--- src/rtl/brl_pkg.sv ---
// brl_pkg: shared types and constants for the line rasterizer
// no dependencies; used by brl_stepper and bresenham_line_rasterizer_unit
package brl_pkg;

  localparam int COORD_BITS      = 12;
  localparam int WIDTH_BITS      = 13;
  localparam int ADDR_BITS       = 26;
  localparam int BYTE_BITS       = 8;
  localparam int ERR_BITS        = COORD_BITS + 4;
  localparam int BYTES_PER_PIXEL = 4;

  localparam logic [WIDTH_BITS-1:0] FRAME_WIDTH_RESET = WIDTH_BITS'(640);

  localparam logic OP_LOAD = 1'b0;
  localparam logic OP_STEP = 1'b1;

  typedef struct packed {
    logic                  operation;
    logic [COORD_BITS-1:0] start_x;
    logic [COORD_BITS-1:0] start_y;
    logic [COORD_BITS-1:0] end_x;
    logic [COORD_BITS-1:0] end_y;
    logic [BYTE_BITS-1:0]  paint_byte;
  } in_item_t;

  typedef struct packed {
    logic [COORD_BITS-1:0] pixel_x;
    logic [COORD_BITS-1:0] pixel_y;
    logic [ADDR_BITS-1:0]  byte_address;
    logic [BYTE_BITS-1:0]  pixel_byte;
    logic                  last;
  } out_item_t;

endpackage

--- src/rtl/brl_stepper.sv ---
// brl_stepper: line state registers, load setup and one bresenham step per cycle while fire is high
// depends on brl_pkg
module brl_stepper (
  input  logic                             clk,
  input  logic                             rst,
  input  logic                             fire,
  input  brl_pkg::in_item_t                item,
  input  logic [brl_pkg::WIDTH_BITS-1:0]   frame_width,
  output logic                             emit,
  output brl_pkg::out_item_t               pixel
);

  localparam int CB = brl_pkg::COORD_BITS;
  localparam int EB = brl_pkg::ERR_BITS;
  localparam int AB = brl_pkg::ADDR_BITS;

  logic                   active;
  logic [CB-1:0]          major_pos;
  logic [CB-1:0]          major_end;
  logic [CB-1:0]          minor_pos;
  logic [CB-1:0]          major_delta;
  logic [CB:0]            minor_delta_twice;
  logic signed [EB-1:0]   error_acc;
  logic                   steep_flag;
  logic                   down_flag;
  logic [brl_pkg::BYTE_BITS-1:0] line_byte;

  // load setup
  logic [CB-1:0] dx, dy;
  logic          steep;
  logic [CB-1:0] a0, b0, a1, b1;
  logic          swap;
  logic [CB-1:0] ma, mi_s, me, mi_e;
  logic [CB-1:0] mdelta;
  logic [CB-1:0] nd;

  always_comb begin
    dx    = (item.start_x > item.end_x) ? item.start_x - item.end_x
                                        : item.end_x - item.start_x;
    dy    = (item.start_y > item.end_y) ? item.start_y - item.end_y
                                        : item.end_y - item.start_y;
    steep = dx < dy;
    a0    = steep ? item.start_y : item.start_x;
    b0    = steep ? item.start_x : item.start_y;
    a1    = steep ? item.end_y   : item.end_x;
    b1    = steep ? item.end_x   : item.end_y;
    swap  = a0 > a1;
    ma    = swap ? a1 : a0;
    mi_s  = swap ? b1 : b0;
    me    = swap ? a0 : a1;
    mi_e  = swap ? b0 : b1;
    mdelta = me - ma;
    nd    = (mi_s > mi_e) ? mi_s - mi_e : mi_e - mi_s;
  end

  // step
  logic [CB-1:0]        px, py;
  logic [AB-1:0]        lin;
  logic [CB-1:0]        major_next;
  logic                 is_last;
  logic signed [EB-1:0] err_sum;
  logic                 move;

  always_comb begin
    px         = steep_flag ? minor_pos : major_pos;
    py         = steep_flag ? major_pos : minor_pos;
    lin        = AB'(px) + AB'(AB'(py) * AB'(frame_width));
    major_next = major_pos + CB'(1);
    is_last    = major_next == major_end;
    err_sum    = error_acc + signed'(EB'(minor_delta_twice));
    move       = err_sum > signed'(EB'(major_delta));
    emit       = (item.operation == brl_pkg::OP_STEP) && active;
    pixel.pixel_x      = px;
    pixel.pixel_y      = py;
    pixel.byte_address = AB'(lin * AB'(brl_pkg::BYTES_PER_PIXEL));
    pixel.pixel_byte   = line_byte;
    pixel.last         = is_last;
  end

  always_ff @(posedge clk) begin
    if (rst) begin
      active <= 1'b0;
    end else if (fire) begin
      if (item.operation == brl_pkg::OP_LOAD) begin
        active            <= mdelta != '0;
        major_pos         <= ma;
        major_end         <= me;
        minor_pos         <= mi_s;
        major_delta       <= mdelta;
        minor_delta_twice <= {nd, 1'b0};
        error_acc         <= '0;
        steep_flag        <= steep;
        down_flag         <= mi_e < mi_s;
        line_byte         <= item.paint_byte;
      end else if (active) begin
        major_pos <= major_next;
        if (move) begin
          minor_pos <= down_flag ? minor_pos - CB'(1) : minor_pos + CB'(1);
          error_acc <= err_sum - signed'(EB'({major_delta, 1'b0}));
        end else begin
          error_acc <= err_sum;
        end
        if (is_last) begin
          active <= 1'b0;
        end
      end
    end
  end

endmodule

--- src/rtl/bresenham_line_rasterizer_unit.sv ---
// Line rasterizer: a load transaction sets up a line (no result), each step
// transaction after it returns one pixel with its frame byte address until the
// line ends; the end pixel is not drawn. One transaction is taken per clock unless
// item_stall holds it; a step is taken into the input register, then, once the
// result register is free, the combinational error update and address multiply
// load the result register, which raises result_valid. Sustained rate is one pixel
// per clock while result_stall stays low.
// depends on brl_pkg and brl_stepper
module bresenham_line_rasterizer_unit (
  input  logic                           clk,
  input  logic                           rst,
  input  logic                           item_valid,
  output logic                           item_stall,
  input  brl_pkg::in_item_t              item,
  output logic                           result_valid,
  input  logic                           result_stall,
  output brl_pkg::out_item_t             result,
  input  logic                           cfg_we,
  input  logic [brl_pkg::WIDTH_BITS-1:0] cfg_data
);

  logic [brl_pkg::WIDTH_BITS-1:0] frame_width;
  logic                           stage_valid;
  brl_pkg::in_item_t              stage_item;
  logic                           adv;
  logic                           fire;
  logic                           emit;
  brl_pkg::out_item_t             pixel;

  assign adv        = !result_valid || !result_stall;
  assign item_stall = stage_valid && !adv;
  assign fire       = stage_valid && adv;

  always_ff @(posedge clk) begin
    if (rst) begin
      frame_width <= brl_pkg::FRAME_WIDTH_RESET;
    end else if (cfg_we) begin
      frame_width <= cfg_data;
    end
  end

  always_ff @(posedge clk) begin
    if (rst) begin
      stage_valid <= 1'b0;
    end else if (!item_stall) begin
      stage_valid <= item_valid;
    end
  end

  always_ff @(posedge clk) begin
    if (item_valid && !item_stall) begin
      stage_item <= item;
    end
  end

  brl_stepper u_stepper (
    .clk         (clk),
    .rst         (rst),
    .fire        (fire),
    .item        (stage_item),
    .frame_width (frame_width),
    .emit        (emit),
    .pixel       (pixel)
  );

  always_ff @(posedge clk) begin
    if (rst) begin
      result_valid <= 1'b0;
    end else if (adv) begin
      result_valid <= fire && emit;
    end
  end

  always_ff @(posedge clk) begin
    if (adv) begin
      result <= pixel;
    end
  end

`ifndef NO_ASSERTIONS
  a_stall_only_when_blocked: assert property (@(posedge clk) disable iff (rst)
    item_stall |-> (stage_valid && result_valid && result_stall))
    else $error("input stalled while result register free");

  a_result_from_step: assert property (@(posedge clk) disable iff (rst)
    $rose(result_valid) |-> $past(stage_valid && stage_item.operation == brl_pkg::OP_STEP))
    else $error("result without a step transaction");

  a_load_no_result: assert property (@(posedge clk) disable iff (rst)
    (fire && stage_item.operation == brl_pkg::OP_LOAD) |=> !result_valid)
    else $error("load transaction produced a result");
`endif

endmodule

--- config.mk ---
export PLATFORM = sky130hd
export DESIGN_NAME = bresenham_line_rasterizer_unit
export DESIGN_NICKNAME = d
export VERILOG_FILES = /design/src/rtl/brl_pkg.sv /design/src/rtl/brl_stepper.sv /design/src/rtl/bresenham_line_rasterizer_unit.sv
export SDC_FILE = /design/constraint.sdc
export NUM_CORES = 1
export LEC_CHECK = 0
export ABC_AREA = 0
export ABC_CLOCK_PERIOD_IN_PS = 11850
export CAP_MARGIN = 20
export CORE_UTILIZATION = 60
export DETAILED_ROUTE_END_ITERATION = 8
export DONT_BUFFER_PORTS = 1
export PLACE_DENSITY = 0.73
export SLEW_MARGIN = 20
export SYNTH_ARGS = -nofsm -noshare
export SYNTH_HDL_FRONTEND = slang
export SYNTH_SLANG_ARGS = --single-unit
export TNS_END_PERCENT = 10
--- constraint.sdc ---
create_clock -name clk -period 11.85 [get_ports clk]
set_input_delay 1.185 -clock clk [delete_from_list [all_inputs] [get_ports clk]]
set_output_delay 1.185 -clock clk [all_outputs]
set_load 0.03 [all_outputs]
==> Word level (Yosys, flattened, before mapping) <==
Index checks and enable logic that the tools add are counted.
{ "totals": {"ff_bits": 216, "input_bits": 75, "elab_cells": 88} }
{ "classes": {"addsub": 13, "multipliers": 1, "n_lt_le_gt_ge": 7, "eq_ne": 3, "mux": 24, "n_bitwise": 2, "n_reduce_logical": 14} }
{ "op_table": {"columns": ["cell", "n"], "rows": [
  ["$mux W12", 19],
  ["$sub A12 B12 Y12", 7],
  ["$gt A12 B12 Y1", 4],
  ["$mux W16", 2],
  ["$add A12 B1 Y12 const B", 2],
  ["$add A12 B24 Y24", 1],
  ["$lt A12 B12 Y1", 2],
  ["$mul A12 B13 Y24", 1],
  ["$add A16 B14 Y16", 1],
  ["$gt A16 B13 Y1", 1],
  ["$sub A16 B14 Y16", 1],
  ["$eq A12 B12 Y1", 1],
  ["$reduce_bool A12 Y1", 1],
  ["$sub A12 B1 Y12 const B", 1],
  ["$reduce_and A3 Y1", 2],
  ["$logic_and A1 B1 Y1", 5],
  ["$logic_not A1 Y1", 4],
  ["$ne A2 B1 Y1 const B", 2],
  ["$reduce_and A4 Y1", 1],
  ["$mux W1", 3],
  ["$not A1 Y1", 2],
  ["$logic_or A1 B1 Y1", 1]
]} }

==> Depth between registers and ports, before layout <==
{ "logic_depth": {"ltp_word": 9, "ltp_mapped": 56, "ltp_nobuf": 51} }

==> By module <==
A second synthesis with hierarchy kept.
{ "hier_totals": {"hier_cells": 2149, "area_unflattened_um2": 20623.5} }
{ "modules_own_cells": {"columns": ["module", "n_inst", "cells_per_inst", "area_each_um2", "seq_area_each_um2"], "rows": [
  ["brl_stepper", 1, 1980, 16582.2, 2572.5],
  ["bresenham_line_rasterizer_unit", 1, 169, 4041.4, 3783.6]
]} }

==> Worst setup path after synthesis <==
Ideal clock, no wire load.
{ "synth_timing": {"path_kind": "register to register", "start": "reg stage_item[44] (netlist name)", "end": "reg u_stepper.minor_delta_twice[11] (data pin)", "setup_ns": 0.260, "arrival_time_ns": 10.225, "required_ns": 11.590, "path_slack_ns": 1.365, "stages_incl_launch_ff": 54, "cell_sequence": "edfxtp_1 > inv_1 > ha_1 > inv_1 > fa_1 > a21o_1 > a21o_1 > a21o_1 > a21oi_1 > o21ai_0 > a21oi_1 > o21bai_1 > a21oi_1 > nor4_1 > o311ai_0 > nand4b_1 > nor3_1 > nor3_1 > [18 not listed] > buf_1 > a21oi_1 > o21ai_0 > inv_1 > fa_1 > a21o_1 > a21oi_1 > nand2b_1 > nand2_1 > a221oi_1 > nor2_1 > mux2i_1 > nand3_1 > o211a_1 > o21ai_0 > a21oi_1 > o221ai_1 > xnor2_1"} }
{ "synth_between": {"elab_chain_len": 8, "elab_cells_between_ends": 16, "classes_between": "4 x add/sub; 4 x order compare; 8 x mux"} }
{ "synth_lines": {"columns": ["item", "line_no", "text"], "rows": [
  ["from (decl)", "bresenham_line_rasterizer_unit.sv:24", "brl_pkg::in_item_t stage_item;"],
  ["from (signal assigned)", "bresenham_line_rasterizer_unit.sv:52", "stage_item <= item;"],
  ["$sub A12 B12 Y12, or another cell as far along", "brl_stepper.sv:39", ": item.end_x - item.start_x;"],
  ["$mux W12", "brl_stepper.sv:38", "dx = (item.start_x > item.end_x) ? item.start_x - item.end_x"],
  ["$lt A12 B12 Y1", "brl_stepper.sv:42", "steep = dx < dy;"],
  ["$mux W12, on equally long branches", "brl_stepper.sv:43, brl_stepper.sv:45", null],
  ["$gt A12 B12 Y1", "brl_stepper.sv:47", "swap = a0 > a1;"],
  ["$mux W12, on equally long branches", "brl_stepper.sv:51, brl_stepper.sv:49", null],
  ["$sub A12 B12 Y12 / $gt A12 B12 Y1 (equally long branches)", "brl_stepper.sv:53", "nd = (mi_s > mi_e) ? mi_s - mi_e : mi_e - mi_s;"],
  ["$mux W12 *", "brl_stepper.sv:53", null],
  ["net u_stepper.nd[10]", "brl_stepper.sv:35", "logic [CB-1:0] nd;"],
  ["to (signal assigned)", "brl_stepper.sv:90", "minor_delta_twice <= {nd, 1'b0};"],
  ["to (decl)", "brl_stepper.sv:22", "logic [CB:0] minor_delta_twice;"]
]} }
The timed path passes the listed nets; every way through them passes the cells marked *.
A chain may end at the register's enable or synchronous reset.

==> Worst setup path in the final report <==
Ends and elaborated chain as after synthesis.

==> metrics.cfg <==
[die]
boundaryPins=136
initial_core_util_pct=61.6
die_y_microns=186
num_rows=66
die_width_microns=186
dieArea_sq_um=34500
core_area_sq_um=32900

[synth]
synth_top_cell_by_area=edfxtp_1
yosysUniqueCellTypes=85
ys_seq_area_share_pct=31.1
synth_top_area_share_pct=29.5
async_flop_share_pct=0
syn_inst=2112
ys_ff_latch=215
ys_warn_count=0
synthFlopType=edfxtp_1
syn_area_sq_um=20200
ys_top_cells_by_area=edfxtp_1, fa_1, ha_1
synth_edf_count=199
syn_area_per_cell_sq_um=9.58

[route]
ant_nets=0
vias=15300
first_pass_iters=5
wl_per_cell_microns=20.4
vias_per_cell=5.99
wirelength_mm=52.0
drc_errors=0
drt_first_iter_violations=1197

[job]
maxCapViolCount=0

[status]
outcome=completed

[sta]
rsz0062_at_grt=no
holdWs_ns=0.418
slew_headroom_pct=41.2
worstMarginPinSlew_ns=0.882
max_freq_mhz=90.5
skew_ns=0.0268
min_period_ns=11.05
fin_crit_sh_pct=93.2
drv_slew=0
hold_viol=0
final.setup.tns_ns=0
setup_viol=0

[power_and_ir_drop]
power_density_nw_per_um2=319
p_leak_nw=9.68
peakVddDrop_uv=211

[critical_path]
reg2reg_slack_ns=0.80
critical_path.max_fanout=18
end_kind=register
cpMostUsedCell=a21oi_1
crit_slowest_cell=o21ai_0
startpoint_type=register
critPathKind=reg -> reg
cpPeakStageDelay_ns=0.44
cp.required_ns=12.15
critPathArrivalTime_ns=11.34

[global_routing]
track_usage_pct=31.0
grt_pass1_wl_mm=82.3
grt_max_degree=67
gr-total-overflow=0
antenna_found_initial=1
first_global_vias=15400

[finish]
nNetsFinal=2500
nFillCells=2704
antennaDiodeCount=0
area_growth_pct=7.06
drive_gt1_share_pct=6.74

[clock_tree]
cts_root_buf=clkbuf_16
cts_buffers=25
cts_num_sinks=215
h-tree-depth=1
insertion_delay_ns=0.57
clkTransAtPathRegs_ns=0.06
cts_buffer_depth=3
hold_buffers=0
cts_tree=yes

[placed_design]
io_buffers=0
dpl.hpwl_mm=40.7
gp_congestion=0.985

[min_path]
hold_path.class=reg -> reg

## cells in the final DEF (no fill, tap or decap), types with 5 or more instances in the layout
cell | synthesis | routed
o211ai_1 | 43 | 43
mux2_2 | 25 | 25
a21oi_1 | 149 | 149
o21ai_0 | 66 | 64
xor2_1 | 34 | 34
ha_1 | 206 | 206
nor2b_1 | 15 | 14
and2_1 | 79 | 79
a211oi_1 | 8 | 7
mux2i_1 | 40 | 40
and3_1 | 11 | 11
clkinv_1 | 0 | 6
o21ai_1 | 6 | 6
a21o_1 | 50 | 50
nor3_1 | 30 | 29
inv_1 | 275 | 275
nand2b_1 | 11 | 11
edfxtp_1 | 199 | 199
a31oi_1 | 9 | 9
nand4_1 | 13 | 13
nand2_1 | 227 | 226
fa_1 | 129 | 129
o21bai_1 | 42 | 42
clkbuf_16 | 0 | 25
o21a_1 | 14 | 14
bufinv_16 | 0 | 5
xnor2_1 | 79 | 79
o31ai_1 | 13 | 13
dfxtp_1 | 16 | 16
nand3_1 | 31 | 31
buf_4 | 2 | 37
nor2_1 | 110 | 110
nor4_1 | 6 | 6
or3_1 | 6 | 6
## routing by layer
metal	global-route usage, %	wire (microns)
met2	51.4	24400
met1	41.0	22500
met3	4.83	3300
met5	0	17
met4	11.3	1740
## state kept, by name, indices dropped and copies added, names as in the netlist, 8 cells and up
register	cells
u_stepper.minor_pos	12
result	57
u_stepper.error_acc	15
frame_width	13
u_stepper.major_end	12
u_stepper.line_byte	8
u_stepper.minor_delta_twice	12
stage_item	57
u_stepper.major_delta	12
u_stepper.major_pos	12
## worst max-delay path: cells and delay by family, from the launching register on
| family | cells | cell delay [ns] |
|---|---|---|
| flip-flops | 1 | 0.43 |
| adder cells (fa/ha/maj) | 6 | 1.86 |
| buffers and inverters | 5 | 0.67 |
| XOR/XNOR | 1 | 0.10 |
| AND/OR/NAND/NOR | 9 | 1.46 |
| multiplexers | 2 | 0.60 |
| AO/OA/AOI/OAI | 26 | 5.67 |
## path summary, 6_finish.rpt
kind | startpoint | endpoint | cells after the start
hold / removal | stage_item[0]$_DFFE_PP_ | u_stepper.line_byte[0]$_DFFE_PP_ | 0
hold reg to reg | stage_item[0]$_DFFE_PP_ | u_stepper.line_byte[0]$_DFFE_PP_ | 0
setup reg to reg | stage_item[44]$_DFFE_PP_ | u_stepper.minor_delta_twice[11]$_DFFE_PP_ | 49
setup / recovery | stage_item[44]$_DFFE_PP_ | u_stepper.minor_delta_twice[11]$_DFFE_PP_ | 49
## where the power goes
part | total, W | internal, W | switching (W) | leakage, nW
Combinational | 0.00475 | 0.00194 | 0.00281 | 7.19
Sequential | 0.00132 | 0.00116 | 0.000163 | 2.07
Clock | 0.000830 | 0.000498 | 0.000332 | 0.424
## through the flow
stage                     total power, W  area (sq um)  util (%)  instances  setup slack [ns]
after detailed placement         0.00599         20800      63.2       2503             0.863
after global routing             0.00745         21700      65.9       2550            0.0961
after CTS                        0.00685         21600      65.8       2548             0.792
after floorplan                  0.00475         20200         -       2113              1.37
final                            0.00690         21700      65.9       2550             0.801
after global placement           0.00591         20800      63.2       2503              1.13
## cells by family (layout without fill, tap and decap cells)
kind of cell             count (synthesis)  in the layout  share of synthesized area, %
AND/OR/NAND/NOR                        557            557                          12.9
adder cells (fa/ha/maj)                339            339                          25.7
AO/OA/AOI/OAI                          455            455                          15.0
multiplexers                            66             66                          3.44
buffers and inverters                  366            361                          6.93
flip-flops                             215            215                          31.1
XOR/XNOR                               113            113                          4.89
other                                    1              2                        0.0185
## cells in the mapped netlist, types with 8 or more instances
library cell    n
o21ai_0        66
a31oi_1         9
mux2_2         25
inv_1         275
fa_1          129
edfxtp_1      199
nor3_1         30
a21oi_1       149
ha_1          206
a21o_1         50
nand4_1        13
o21a_1         14
mux2i_1        40
buf_1          17
dfxtp_1        16
and2_1         79
xor2_1         34
o211ai_1       43
nand3_1        31
and3_1         11
o21bai_1       42
nand2_1       227
nor2b_1        15
nand2b_1       11
nor2_1        110
xnor2_1        79
a211oi_1        8
clkbuf_1       65
o31ai_1        13
## cell type report
cell class                 instances  area (sq um)  area share [%]
multi-input combinational       1532         12600            58.1
sequential                       215          6300            29.1
inverter                         277          1040            4.81
clock buffer                      26           629            2.91
tap                              442           553            2.55
timing repair buffer              39           309            1.43
clock inverter                    19           245            1.13
## timing repair
item | in CTS | in global routing
resized for setup | 0 | 3
buffers inserted | 0 | 2
setup endpoints to repair | 0 | 3
Power figures use the tool's default switching activity.
